$ cat src/rtl/rmq_pkg.sv
// ----------------------------------------------------------------------------
// rmq_pkg
// Lane numbering and counts shared by the matrix-to-quaternion pipeline.
// ----------------------------------------------------------------------------
package rmq_pkg;

    // One square-root lane per quaternion component
    localparam int N_LANES = 4;
    localparam int N_ELEMS = 9;

    localparam int LANE_W = 0;
    localparam int LANE_X = 1;
    localparam int LANE_Y = 2;
    localparam int LANE_Z = 3;

    // Element positions inside a matrix request, row major
    localparam int E_00 = 0;
    localparam int E_01 = 1;
    localparam int E_02 = 2;
    localparam int E_10 = 3;
    localparam int E_11 = 4;
    localparam int E_12 = 5;
    localparam int E_20 = 6;
    localparam int E_21 = 7;
    localparam int E_22 = 8;

endpackage

$ cat src/rtl/rmq_front.sv
// ----------------------------------------------------------------------------
// rmq_front
// Forms the four diagonal sums, clamps negative ones to zero, scales them
// into square-root radicands and captures the signs of the off-diagonal
// differences.
// ----------------------------------------------------------------------------
module rmq_front #(
    parameter int FRAC_BITS  = 14,
    parameter int ELEM_WIDTH = 16,
    parameter int RAD2_W     = 30
) (
    input  logic                                                 i_clk,
    input  logic                                                 i_rst_n,
    input  logic                                                 i_valid,
    output logic                                                 o_ready,
    input  logic [rmq_pkg::N_ELEMS-1:0][ELEM_WIDTH-1:0]          i_elem,
    output logic                                                 o_valid,
    input  logic                                                 i_ready,
    output logic [rmq_pkg::N_LANES-1:0][RAD2_W-1:0]              o_rad,
    output logic [rmq_pkg::N_LANES-1:0]                          o_neg
);

    localparam int SUM_W  = ((FRAC_BITS > ELEM_WIDTH) ? FRAC_BITS : ELEM_WIDTH) + 3;
    localparam int DIFF_W = ELEM_WIDTH + 1;

    logic signed [ELEM_WIDTH-1:0] a [rmq_pkg::N_ELEMS];
    logic signed [SUM_W-1:0]      one;
    logic signed [SUM_W-1:0]      sum [rmq_pkg::N_LANES];
    logic signed [DIFF_W-1:0]     dx, dy, dz;

    logic                                     r_valid;
    logic [rmq_pkg::N_LANES-1:0][RAD2_W-1:0]  r_rad, n_rad;
    logic [rmq_pkg::N_LANES-1:0]              r_neg, n_neg;

    always_comb begin
        for (int e = 0; e < rmq_pkg::N_ELEMS; e++) begin
            a[e] = i_elem[e];
        end
    end

    assign one = SUM_W'(1) <<< FRAC_BITS;

    assign sum[rmq_pkg::LANE_W] = one + SUM_W'(a[rmq_pkg::E_00]) + SUM_W'(a[rmq_pkg::E_11])
                                + SUM_W'(a[rmq_pkg::E_22]);
    assign sum[rmq_pkg::LANE_X] = one + SUM_W'(a[rmq_pkg::E_00]) - SUM_W'(a[rmq_pkg::E_11])
                                - SUM_W'(a[rmq_pkg::E_22]);
    assign sum[rmq_pkg::LANE_Y] = one - SUM_W'(a[rmq_pkg::E_00]) + SUM_W'(a[rmq_pkg::E_11])
                                - SUM_W'(a[rmq_pkg::E_22]);
    assign sum[rmq_pkg::LANE_Z] = one - SUM_W'(a[rmq_pkg::E_00]) - SUM_W'(a[rmq_pkg::E_11])
                                + SUM_W'(a[rmq_pkg::E_22]);

    assign dx = DIFF_W'(a[rmq_pkg::E_21]) - DIFF_W'(a[rmq_pkg::E_12]);
    assign dy = DIFF_W'(a[rmq_pkg::E_02]) - DIFF_W'(a[rmq_pkg::E_20]);
    assign dz = DIFF_W'(a[rmq_pkg::E_10]) - DIFF_W'(a[rmq_pkg::E_01]);

    always_comb begin
        for (int l = 0; l < rmq_pkg::N_LANES; l++) begin
            // clamp a negative sum to a zero radicand
            if (sum[l][SUM_W-1]) begin
                n_rad[l] = '0;
            end else begin
                n_rad[l] = RAD2_W'(sum[l][SUM_W-2:0]) << (FRAC_BITS - 2);
            end
        end
        n_neg                  = '0;
        n_neg[rmq_pkg::LANE_X] = dx[DIFF_W-1];
        n_neg[rmq_pkg::LANE_Y] = dy[DIFF_W-1];
        n_neg[rmq_pkg::LANE_Z] = dz[DIFF_W-1];
    end

    assign o_ready = !r_valid || i_ready;

    always_ff @(posedge i_clk) begin
        if (!i_rst_n) begin
            r_valid <= 1'b0;
        end else if (o_ready) begin
            r_valid <= i_valid;
        end
    end

    always_ff @(posedge i_clk) begin
        if (o_ready && i_valid) begin
            r_rad <= n_rad;
            r_neg <= n_neg;
        end
    end

    assign o_valid = r_valid;
    assign o_rad   = r_rad;
    assign o_neg   = r_neg;

endmodule

$ cat src/rtl/rmq_sqrt_cell.sv
// ----------------------------------------------------------------------------
// rmq_sqrt_cell
// One digit of a restoring square root for all four lanes: brings down the
// next two radicand bits, tries the subtraction and shifts one root bit in.
// ----------------------------------------------------------------------------
module rmq_sqrt_cell #(
    parameter int RT_W = 15
) (
    input  logic                                          i_clk,
    input  logic                                          i_rst_n,
    input  logic                                          i_valid,
    output logic                                          o_ready,
    input  logic [rmq_pkg::N_LANES-1:0][2*RT_W-1:0]       i_rad,
    input  logic [rmq_pkg::N_LANES-1:0][RT_W+1:0]         i_rem,
    input  logic [rmq_pkg::N_LANES-1:0][RT_W-1:0]         i_root,
    input  logic [rmq_pkg::N_LANES-1:0]                   i_neg,
    output logic                                          o_valid,
    input  logic                                          i_ready,
    output logic [rmq_pkg::N_LANES-1:0][2*RT_W-1:0]       o_rad,
    output logic [rmq_pkg::N_LANES-1:0][RT_W+1:0]         o_rem,
    output logic [rmq_pkg::N_LANES-1:0][RT_W-1:0]         o_root,
    output logic [rmq_pkg::N_LANES-1:0]                   o_neg
);

    localparam int RAD2_W = 2 * RT_W;
    localparam int REM_W  = RT_W + 2;

    logic [rmq_pkg::N_LANES-1:0][REM_W-1:0]  rem_sh, trial;
    logic [rmq_pkg::N_LANES-1:0][RAD2_W-1:0] n_rad, r_rad;
    logic [rmq_pkg::N_LANES-1:0][REM_W-1:0]  n_rem, r_rem;
    logic [rmq_pkg::N_LANES-1:0][RT_W-1:0]   n_root, r_root;
    logic [rmq_pkg::N_LANES-1:0]             r_neg;
    logic                                    r_valid;

    always_comb begin
        for (int l = 0; l < rmq_pkg::N_LANES; l++) begin
            rem_sh[l] = {i_rem[l][REM_W-3:0], i_rad[l][RAD2_W-1 -: 2]};
            trial[l]  = {i_root[l], 2'b01};
            n_rad[l]  = i_rad[l] << 2;
            if (rem_sh[l] >= trial[l]) begin
                n_rem[l]  = rem_sh[l] - trial[l];
                n_root[l] = {i_root[l][RT_W-2:0], 1'b1};
            end else begin
                n_rem[l]  = rem_sh[l];
                n_root[l] = {i_root[l][RT_W-2:0], 1'b0};
            end
        end
    end

    assign o_ready = !r_valid || i_ready;

    always_ff @(posedge i_clk) begin
        if (!i_rst_n) begin
            r_valid <= 1'b0;
        end else if (o_ready) begin
            r_valid <= i_valid;
        end
    end

    always_ff @(posedge i_clk) begin
        if (o_ready && i_valid) begin
            r_rad  <= n_rad;
            r_rem  <= n_rem;
            r_root <= n_root;
            r_neg  <= i_neg;
        end
    end

    assign o_valid = r_valid;
    assign o_rad   = r_rad;
    assign o_rem   = r_rem;
    assign o_root  = r_root;
    assign o_neg   = r_neg;

endmodule

$ cat src/rtl/rmq_out.sv
// ----------------------------------------------------------------------------
// rmq_out
// Saturates the four roots, applies the copied signs and holds the
// finished quaternion in the output register.
// ----------------------------------------------------------------------------
module rmq_out #(
    parameter int ELEM_WIDTH = 16,
    parameter int RT_W       = 15
) (
    input  logic                                       i_clk,
    input  logic                                       i_rst_n,
    input  logic                                       i_valid,
    output logic                                       o_ready,
    input  logic [rmq_pkg::N_LANES-1:0][RT_W-1:0]      i_root,
    input  logic [rmq_pkg::N_LANES-1:0]                i_neg,
    output logic                                       o_valid,
    input  logic                                       i_ready,
    output logic [ELEM_WIDTH-2:0]                      o_quat_w,
    output logic [ELEM_WIDTH-1:0]                      o_quat_x,
    output logic [ELEM_WIDTH-1:0]                      o_quat_y,
    output logic [ELEM_WIDTH-1:0]                      o_quat_z
);

    localparam int MAG_W = ELEM_WIDTH - 1;
    localparam int EXT_W = (RT_W > ELEM_WIDTH) ? RT_W : ELEM_WIDTH;

    logic [EXT_W-1:0]                                ext_root [rmq_pkg::N_LANES];
    logic [EXT_W-1:0]                                mag_max;
    logic [rmq_pkg::N_LANES-1:0][MAG_W-1:0]          mag;
    logic [rmq_pkg::N_LANES-1:0][ELEM_WIDTH-1:0]     signed_val;

    logic                  r_valid;
    logic [MAG_W-1:0]      r_quat_w;
    logic [ELEM_WIDTH-1:0] r_quat_x, r_quat_y, r_quat_z;

    assign mag_max = EXT_W'({MAG_W{1'b1}});

    always_comb begin
        for (int l = 0; l < rmq_pkg::N_LANES; l++) begin
            ext_root[l] = EXT_W'(i_root[l]);
            if (ext_root[l] > mag_max) begin
                mag[l] = {MAG_W{1'b1}};
            end else begin
                mag[l] = ext_root[l][MAG_W-1:0];
            end
            if (i_neg[l]) begin
                signed_val[l] = ELEM_WIDTH'(0) - {1'b0, mag[l]};
            end else begin
                signed_val[l] = {1'b0, mag[l]};
            end
        end
    end

    assign o_ready = !r_valid || i_ready;

    always_ff @(posedge i_clk) begin
        if (!i_rst_n) begin
            r_valid <= 1'b0;
        end else if (o_ready) begin
            r_valid <= i_valid;
        end
    end

    always_ff @(posedge i_clk) begin
        if (o_ready && i_valid) begin
            r_quat_w <= mag[rmq_pkg::LANE_W];
            r_quat_x <= signed_val[rmq_pkg::LANE_X];
            r_quat_y <= signed_val[rmq_pkg::LANE_Y];
            r_quat_z <= signed_val[rmq_pkg::LANE_Z];
        end
    end

    assign o_valid  = r_valid;
    assign o_quat_w = r_quat_w;
    assign o_quat_x = r_quat_x;
    assign o_quat_y = r_quat_y;
    assign o_quat_z = r_quat_z;

endmodule

$ cat src/rtl/rotation_matrix_to_quaternion.sv
// ----------------------------------------------------------------------------
// rotation_matrix_to_quaternion
// Converts a 3x3 rotation matrix into a unit quaternion with copied signs.
//
// Input stream (s_axis): one request per matrix, nine signed elements with
// FRAC_BITS fraction bits, m_00 in the lowest bits of tdata, row major.
// Output stream (m_axis): one quaternion per matrix, w unsigned, then x, y,
// z signed, all with FRAC_BITS fraction bits.
// Throughput: one matrix per cycle unless m_axis_tready holds the pipeline.
// Each square-root digit has a cell of its own in a row of RT_W cells, all
// four components side by side. Registers from acceptance to tvalid: the
// sum stage, the RT_W root cells and the output register.
// Every stage holds its own valid bit, so empty slots are filled while the
// output stalls; a full pipeline holds everything until m_axis_tready.
// Reset clears only the valid bits; the data registers are not reset.
// ----------------------------------------------------------------------------
module rotation_matrix_to_quaternion #(
    parameter int FRAC_BITS  = 14,
    parameter int ELEM_WIDTH = 16
) (
    input  logic                                   i_clk,
    input  logic                                   i_rst_n,
    input  logic                                   s_axis_tvalid,
    output logic                                   s_axis_tready,
    // m_00, m_01, m_02, m_10, m_11, m_12, m_20, m_21, m_22, zero fill
    input  logic [((9*ELEM_WIDTH+7)/8)*8-1:0]      s_axis_tdata,
    output logic                                   m_axis_tvalid,
    input  logic                                   m_axis_tready,
    // quat_w, quat_x, quat_y, quat_z, zero fill
    output logic [((4*ELEM_WIDTH-1+7)/8)*8-1:0]    m_axis_tdata
);

    localparam int SUM_W    = ((FRAC_BITS > ELEM_WIDTH) ? FRAC_BITS : ELEM_WIDTH) + 3;
    localparam int RAD_W    = SUM_W - 1 + FRAC_BITS - 2;
    localparam int RT_W     = (RAD_W + 1) / 2;
    localparam int RAD2_W   = 2 * RT_W;
    localparam int REM_W    = RT_W + 2;
    localparam int IN_W     = rmq_pkg::N_ELEMS * ELEM_WIDTH;
    localparam int OUT_W    = 4 * ELEM_WIDTH - 1;
    localparam int OUT_TD_W = ((OUT_W + 7) / 8) * 8;

    logic [rmq_pkg::N_ELEMS-1:0][ELEM_WIDTH-1:0] elem;

    logic [RT_W:0]                                        c_valid;
    logic [RT_W:0]                                        c_ready;
    logic [RT_W:0][rmq_pkg::N_LANES-1:0][RAD2_W-1:0]      c_rad;
    logic [RT_W:0][rmq_pkg::N_LANES-1:0][REM_W-1:0]       c_rem;
    logic [RT_W:0][rmq_pkg::N_LANES-1:0][RT_W-1:0]        c_root;
    logic [RT_W:0][rmq_pkg::N_LANES-1:0]                  c_neg;

    logic [ELEM_WIDTH-2:0] quat_w;
    logic [ELEM_WIDTH-1:0] quat_x, quat_y, quat_z;

    assign elem = s_axis_tdata[IN_W-1:0];

    rmq_front #(
        .FRAC_BITS  (FRAC_BITS),
        .ELEM_WIDTH (ELEM_WIDTH),
        .RAD2_W     (RAD2_W)
    ) u_front (
        .i_clk   (i_clk),
        .i_rst_n (i_rst_n),
        .i_valid (s_axis_tvalid),
        .o_ready (s_axis_tready),
        .i_elem  (elem),
        .o_valid (c_valid[0]),
        .i_ready (c_ready[0]),
        .o_rad   (c_rad[0]),
        .o_neg   (c_neg[0])
    );

    // the first cell starts from an empty remainder and root
    assign c_rem[0]  = '0;
    assign c_root[0] = '0;

    for (genvar k = 0; k < RT_W; k++) begin : g_cell
        rmq_sqrt_cell #(
            .RT_W (RT_W)
        ) u_cell (
            .i_clk   (i_clk),
            .i_rst_n (i_rst_n),
            .i_valid (c_valid[k]),
            .o_ready (c_ready[k]),
            .i_rad   (c_rad[k]),
            .i_rem   (c_rem[k]),
            .i_root  (c_root[k]),
            .i_neg   (c_neg[k]),
            .o_valid (c_valid[k+1]),
            .i_ready (c_ready[k+1]),
            .o_rad   (c_rad[k+1]),
            .o_rem   (c_rem[k+1]),
            .o_root  (c_root[k+1]),
            .o_neg   (c_neg[k+1])
        );
    end

    rmq_out #(
        .ELEM_WIDTH (ELEM_WIDTH),
        .RT_W       (RT_W)
    ) u_out (
        .i_clk    (i_clk),
        .i_rst_n  (i_rst_n),
        .i_valid  (c_valid[RT_W]),
        .o_ready  (c_ready[RT_W]),
        .i_root   (c_root[RT_W]),
        .i_neg    (c_neg[RT_W]),
        .o_valid  (m_axis_tvalid),
        .i_ready  (m_axis_tready),
        .o_quat_w (quat_w),
        .o_quat_x (quat_x),
        .o_quat_y (quat_y),
        .o_quat_z (quat_z)
    );

    assign m_axis_tdata = OUT_TD_W'({quat_z, quat_y, quat_x, quat_w});

endmodule
$ cat config.mk
export PLATFORM = sky130hd
export DESIGN_NAME = rotation_matrix_to_quaternion
export DESIGN_NICKNAME = d
export VERILOG_FILES = /design/src/rtl/rmq_pkg.sv /design/src/rtl/rmq_front.sv /design/src/rtl/rmq_sqrt_cell.sv /design/src/rtl/rmq_out.sv /design/src/rtl/rotation_matrix_to_quaternion.sv
export SDC_FILE = /design/constraint.sdc
export NUM_CORES = 2
export LEC_CHECK = 0
export BUFFER_PORTS_ARGS = -buffer_cell sky130_fd_sc_hd__buf_2
export CAP_MARGIN = 20
export CORE_MARGIN = 10
export CORE_UTILIZATION = 35
export CTS_CLUSTER_SIZE = 16
export DETAILED_ROUTE_END_ITERATION = 16
export PLACE_DENSITY_LB_ADDON = 0.08
export SYNTH_ARGS = -nofsm -noshare
export SYNTH_HDL_FRONTEND = slang
export SYNTH_SLANG_ARGS = --single-unit
$ cat constraint.sdc
create_clock -name i_clk -period 17.95 [get_ports i_clk]
set_input_delay 5.385 -clock i_clk [delete_from_list [all_inputs] [get_ports i_clk]]
set_output_delay 5.385 -clock i_clk [all_outputs]
set_load 0.01 [all_outputs]
Yosys cells after proc, flatten, opt, wreduce, memory -nomap -nowiden. Cells that the tools add are included.

Input port bits: 148. Register bits: 2360. Logic and storage cells: 533. Output and inout port bits: 66.

Add/subtract/negate cells: 72. Reduce and logical (&&, ||, !) cells: 51. $lt $le $gt $ge: 64. Muxes and demuxes: 122.

Operators with widths (count): 2-to-1 mux 15 bit (58); greater-or-equal comparator 17 x 10 -> 1 bit (4); greater-or-equal comparator 17 x 11 -> 1 bit (4); greater-or-equal comparator 17 x 12 -> 1 bit (4); greater-or-equal comparator 17 x 13 -> 1 bit (4); greater-or-equal comparator 17 x 14 -> 1 bit (4); greater-or-equal comparator 17 x 15 -> 1 bit (4); greater-or-equal comparator 17 x 16 -> 1 bit (4); greater-or-equal comparator 17 x 3 -> 1 bit (4); greater-or-equal comparator 17 x 4 -> 1 bit (4); greater-or-equal comparator 17 x 5 -> 1 bit (4); greater-or-equal comparator 17 x 6 -> 1 bit (4); greater-or-equal comparator 17 x 7 -> 1 bit (4); greater-or-equal comparator 17 x 8 -> 1 bit (4); greater-or-equal comparator 17 x 9 -> 1 bit (4); greater-than comparator 15 bit, second input constant (4); 2-to-1 mux 1 bit (60); subtractor 15 x 10 -> 15 bit (4); subtractor 15 x 11 -> 15 bit (4); subtractor 15 x 12 -> 15 bit (4); subtractor 15 x 13 -> 15 bit (4); subtractor 15 x 14 -> 15 bit (4); subtractor 15 bit (4); subtractor 15 x 4 -> 15 bit (4); other kinds (21) (103).

Longest topological paths before layout.
Depth in word-level cells: 19. Mapped depth: 23. Mapped depth without buffers: 21.

By module. Synthesis repeated with hierarchy kept, for this count alone.

Cell total of the unflattened synthesis: 14754. Area total of the unflattened synthesis: 191924.1 um^2.

By module, submodules not included: rmq_sqrt_cell at g_cell[2].u_cell ... (area each 12011.5 um^2, seq. area each 7347.0 um^2, cells an instance 925, times used 8); rmq_sqrt_cell at g_cell[0].u_cell ... (area each 11907.7 um^2, seq. area each 7347.0 um^2, cells an instance 863, times used 6); rmq_sqrt_cell at g_cell[1].u_cell (area each 11558.6 um^2, seq. area each 7347.0 um^2, cells an instance 885, times used 1); rmq_front (area each 9920.8 um^2, seq. area each 2272.2 um^2, cells an instance 1079, times used 1); rmq_out (area each 2895.3 um^2, seq. area each 1911.8 um^2, cells an instance 210, times used 1); rotation_matrix_to_quaternion (area each 11.3 um^2, seq. area each 0.0 um^2, cells an instance 2, times used 1).

Worst setup path after synthesis. OpenSTA, ideal clock, no wires.

Path kind: input port to flip-flop. From: input port m_axis_tready. To: register g_cell[5].u_cell.r_neg, in the netlist g_cell[5].u_cell.o_neg[1] (enable). Buffers on the path: 0. Arrival time: 14.115 ns. Stages on the path: 6. Setup slack: 3.084 ns. Data required time: 17.199 ns. Setup time: 0.751 ns. Path through: nor2b_1 -> and3_1 -> and3_1 -> nand2_1 -> nor3_1 -> a21boi_0.

Longest elaborated chain between the ends: 12.

Ends and longest elaborated chain: start, declared (RTL line rotation_matrix_to_quaternion.sv:28) `input logic m_axis_tready,`; logical OR 1 bit (RTL line rmq_out.sv:54) `assign o_ready = !r_valid || i_ready;`; logical OR 1 bit (10 in a row) (RTL line rmq_sqrt_cell.sv:50) `assign o_ready = !r_valid || i_ready;`; logical AND 1 bit (RTL line rmq_sqrt_cell.sv:61) `if (o_ready && i_valid) begin`; end signal, assigned (RTL line rmq_sqrt_cell.sv:65) `r_neg <= i_neg;`; end, declared (RTL line rmq_sqrt_cell.sv:32) `logic [rmq_pkg::N_LANES-1:0] r_neg;`.

Every way passes these cells. A chain may end at the register's enable or synchronous reset.

Final worst setup path.
From: input port m_axis_tready. To: output port s_axis_tready.

Longest elaborated chain between the ends: 17.

Ends and longest elaborated chain: logical OR 1 bit (RTL line rmq_out.sv:54); logical OR 1 bit (15 in a row) (RTL line rmq_sqrt_cell.sv:50); logical OR 1 bit (RTL line rmq_front.sv:71) `assign o_ready = !r_valid || i_ready;`; end, declared (RTL line rotation_matrix_to_quaternion.sv:24) `output logic s_axis_tready,`.

Every way passes these cells.

==> results.json <==
{
  "outcome": "completed",
  "worstMarginPinSlew_ps": 1044,
  "timing.fmax_ghz": 0.07343,
  "dieArea_um2": 273400,
  "clockBufferDepth": 3,
  "synth-edff-count": 1687,
  "grt_max_degree": 81,
  "fin_hold_ws_ps": 395.1,
  "firstDrtPassIters": 5,
  "gp_congestion": 0.8595,
  "portBuffers": 212,
  "cp.required_ps": 12560,
  "drive_above_1_share_pct": 10.07,
  "ys_types": 100,
  "crit_slowest_cell": "and3_1",
  "pwr_density_cell_nw_per_um2": 89.37,
  "num_rows": 184,
  "cts_root_buffer": "clkbuf_16",
  "finalInstanceArea_um2": 99910,
  "relSlewSlack_pct": 30.28,
  "viasPerCell": 4.687,
  "leakagePower_nw": 38.95,
  "maxSlewViolCount": 0,
  "wl_per_cell_um": 14.52,
  "cts_setup_buffers": 0,
  "end_kind": "output pin",
  "antenna_found_initial": 3,
  "drt_iter0_drc": 2265,
  "dpl-instance-area_um2": 93730,
  "rsz0062_at_grt": "no",
  "skew_ps": 40.16,
  "cp-start-kind": "primary input",
  "async_reset_ff_share_pct": 0,
  "mappedNetlistArea_um2": 88520,
  "maxCapViolCount": 0,
  "routed_wl_um": 160300,
  "io_pins": 214,
  "cpMostUsedCell": "and3_1",
  "setup_viol": 0,
  "cts.htree.levels": 4,
  "crit_chain": "buf_2, nor2b_1, and3_1, and3_1, and3_1, and4_1, and2_1, nand2_1, buf_2",
  "yosysTopAreaCell": "edfxtp_1",
  "drc": 0,
  "die_height_um": 522.9,
  "min_path_type": "flop to flop",
  "worst-setup-path-type": "primary input to output pin",
  "grt_pass1_vias": 54020,
  "worst-path-buf-inv": 2,
  "hold_viol_final": 0,
  "dp_hpwl_um": 122900,
  "synthFlopType": "edfxtp_1",
  "utilization_pct": 39.71,
  "route.vias.total": 51770,
  "layout_common_cells": "edfxtp_1 (1687), inv_1 (761), ha_1 (656)",
  "ctsHoldBuffers": 0,
  "vdd.ir_drop.worst_uv": 72.97,
  "grt_use_total_pct": 11.70,
  "cts-resized-gates": 0,
  "path_delay_family": "simple AND/OR/NAND/NOR gates",
  "synth_seq_cells": 1704,
  "avgSynthCellArea_um2": 12.30,
  "fp.dieW_um": 522.9,
  "grt_pass1_wl_um": 269100,
  "critPathMaxStageDelay_ps": 530,
  "numCtsBuffers": 190,
  "clkSlewWorstSetupHoldPaths_ps": 60,
  "area_growth_pct": 12.87,
  "synth.area.top_cells": "edfxtp_1 (57%), ha_1 (9.3%), xnor2_1 (3.5%)",
  "yosysTopAreaCellShare_pct": 57.23,
  "ys_seq_area_share_pct": 57.61,
  "cp_max_fo": 6,
  "core_um2": 251600,
  "nets": 8390,
  "tritoncts": "done",
  "fin_crit_sh_pct": 75.86,
  "ys.warnings.count": 0,
  "overflow": 0,
  "final_common_cell": "edfxtp_1",
  "start_util_pct": 35.18,
  "syn_inst": 7194,
  "clock_latency_ps": 820,
  "cp.arrival_ps": 8230,
  "cts_num_sinks": 1704,
  "tns_ps": 0,
  "antenna_left": 0,
  "period_minus_slack_ps": 13620
}
-- worst register-to-register path, cell delays in order, from the launching register on --
cell	delay, ps
dfxtp_1	320
nor2b_1	470
and3_1	430
and3_1	530
nand2_1	210
nor3_1	540
and3_1	310
nor2b_4	130
buf_4	310
buf_4	410
-- metrics by stage --
| step | worst slack, ps | std cells | power [mW] |
|---|---|---|---|
| after floorplan | 3084 | 7198 | 5.028 |
| after global placement | 4340 | 10690 | 5.215 |
| after detailed placement | 4299 | 10690 | 5.221 |
| after CTS | 4280 | 11040 | 9.112 |
| after global routing | 4045 | 11040 | 9.356 |
| final | 4332 | 11040 | 8.929 |
-- sequential cells by signal, indices dropped and copies added (netlist names) --
name	cells
g_cell.u_cell.o_rem	736
g_cell.u_cell.o_root	480
g_cell.u_cell.o_rad	288
u_front.o_rad	72
g_cell.u_cell.o_neg	45
u_out.o_quat_x	16
u_out.o_quat_y	16
u_out.o_quat_z	16
g_cell.u_cell.o_valid	15
u_out.o_quat_w	15
u_front.o_neg	3
u_front.o_valid	1
u_out.o_valid	1
-- cells by family after synthesis --
kind of cell	count (synthesis)	share of synthesized area, %
xor gates and xnor gates	592	5.857
muxes	167	2.085
and+or+nand+nor	1656	9.291
other	1	0.004236
buffers and inverters	866	3.788
DFF	1704	57.61
adders and majority gates	701	10.29
AOI/OAI and AO/OA	1507	11.07
-- cell usage after synthesis (125+ instances only) --
master / count
o21ai_0: 382
mux2_2: 133
o21a_1: 125
nand2_1: 403
xor2_1: 239
a21oi_1: 389
ha_1: 656
nor3_1: 162
nor2_1: 438
inv_1: 761
xnor2_1: 353
a21o_1: 216
edfxtp_1: 1687
-- metal layers --
layer	track usage, %	vias to the layer above	routed length [um]
li1	-	26840	-
met1	14.65	23970	72940
met2	20.16	676	76120
met3	2.435	278	6857
met4	3.786	4	4397
met5	0	-	24
-- final cells by class --
| class | instances | area (um^2) |
|---|---|---|
| Fill cell | 23600 | 151700 |
| Sequential cell | 1704 | 51000 |
| Multi-Input combinational cell | 4628 | 34330 |
| Clock buffer | 230 | 4990 |
| Tap cell | 3348 | 4189 |
| Inverter | 763 | 2864 |
| Timing Repair Buffer | 254 | 1380 |
| Clock inverter | 116 | 1155 |
| Antenna cell | 1 | 2.502 |
-- power breakdown --
part	total (mW)	internal (mW)	leakage, nW	switching (mW)
Clock	3.80	2.25	3.00	1.55
Combinational	0.638	0.259	21.0	0.380
Sequential	4.49	4.46	14.9	0.0315
-- worst paths after layout --
check                                          to  slack [ps]  depth (start not counted)                                  from
max                                 s_axis_tready        4330                          9                         m_axis_tready
min          g_cell[2].u_cell.o_rad[50]$_DFFE_PP_         400                          0  g_cell[1].u_cell.o_rad[48]$_DFFE_PP_
max reg2reg  g_cell[4].u_cell.o_rad[86]$_DFFE_PP_       13880                          9            u_out.o_valid$_SDFFE_PN0P_
min reg2reg  g_cell[2].u_cell.o_rad[50]$_DFFE_PP_         400                          0  g_cell[1].u_cell.o_rad[48]$_DFFE_PP_
No activity file was read; power rests on OpenSTA's default activity.
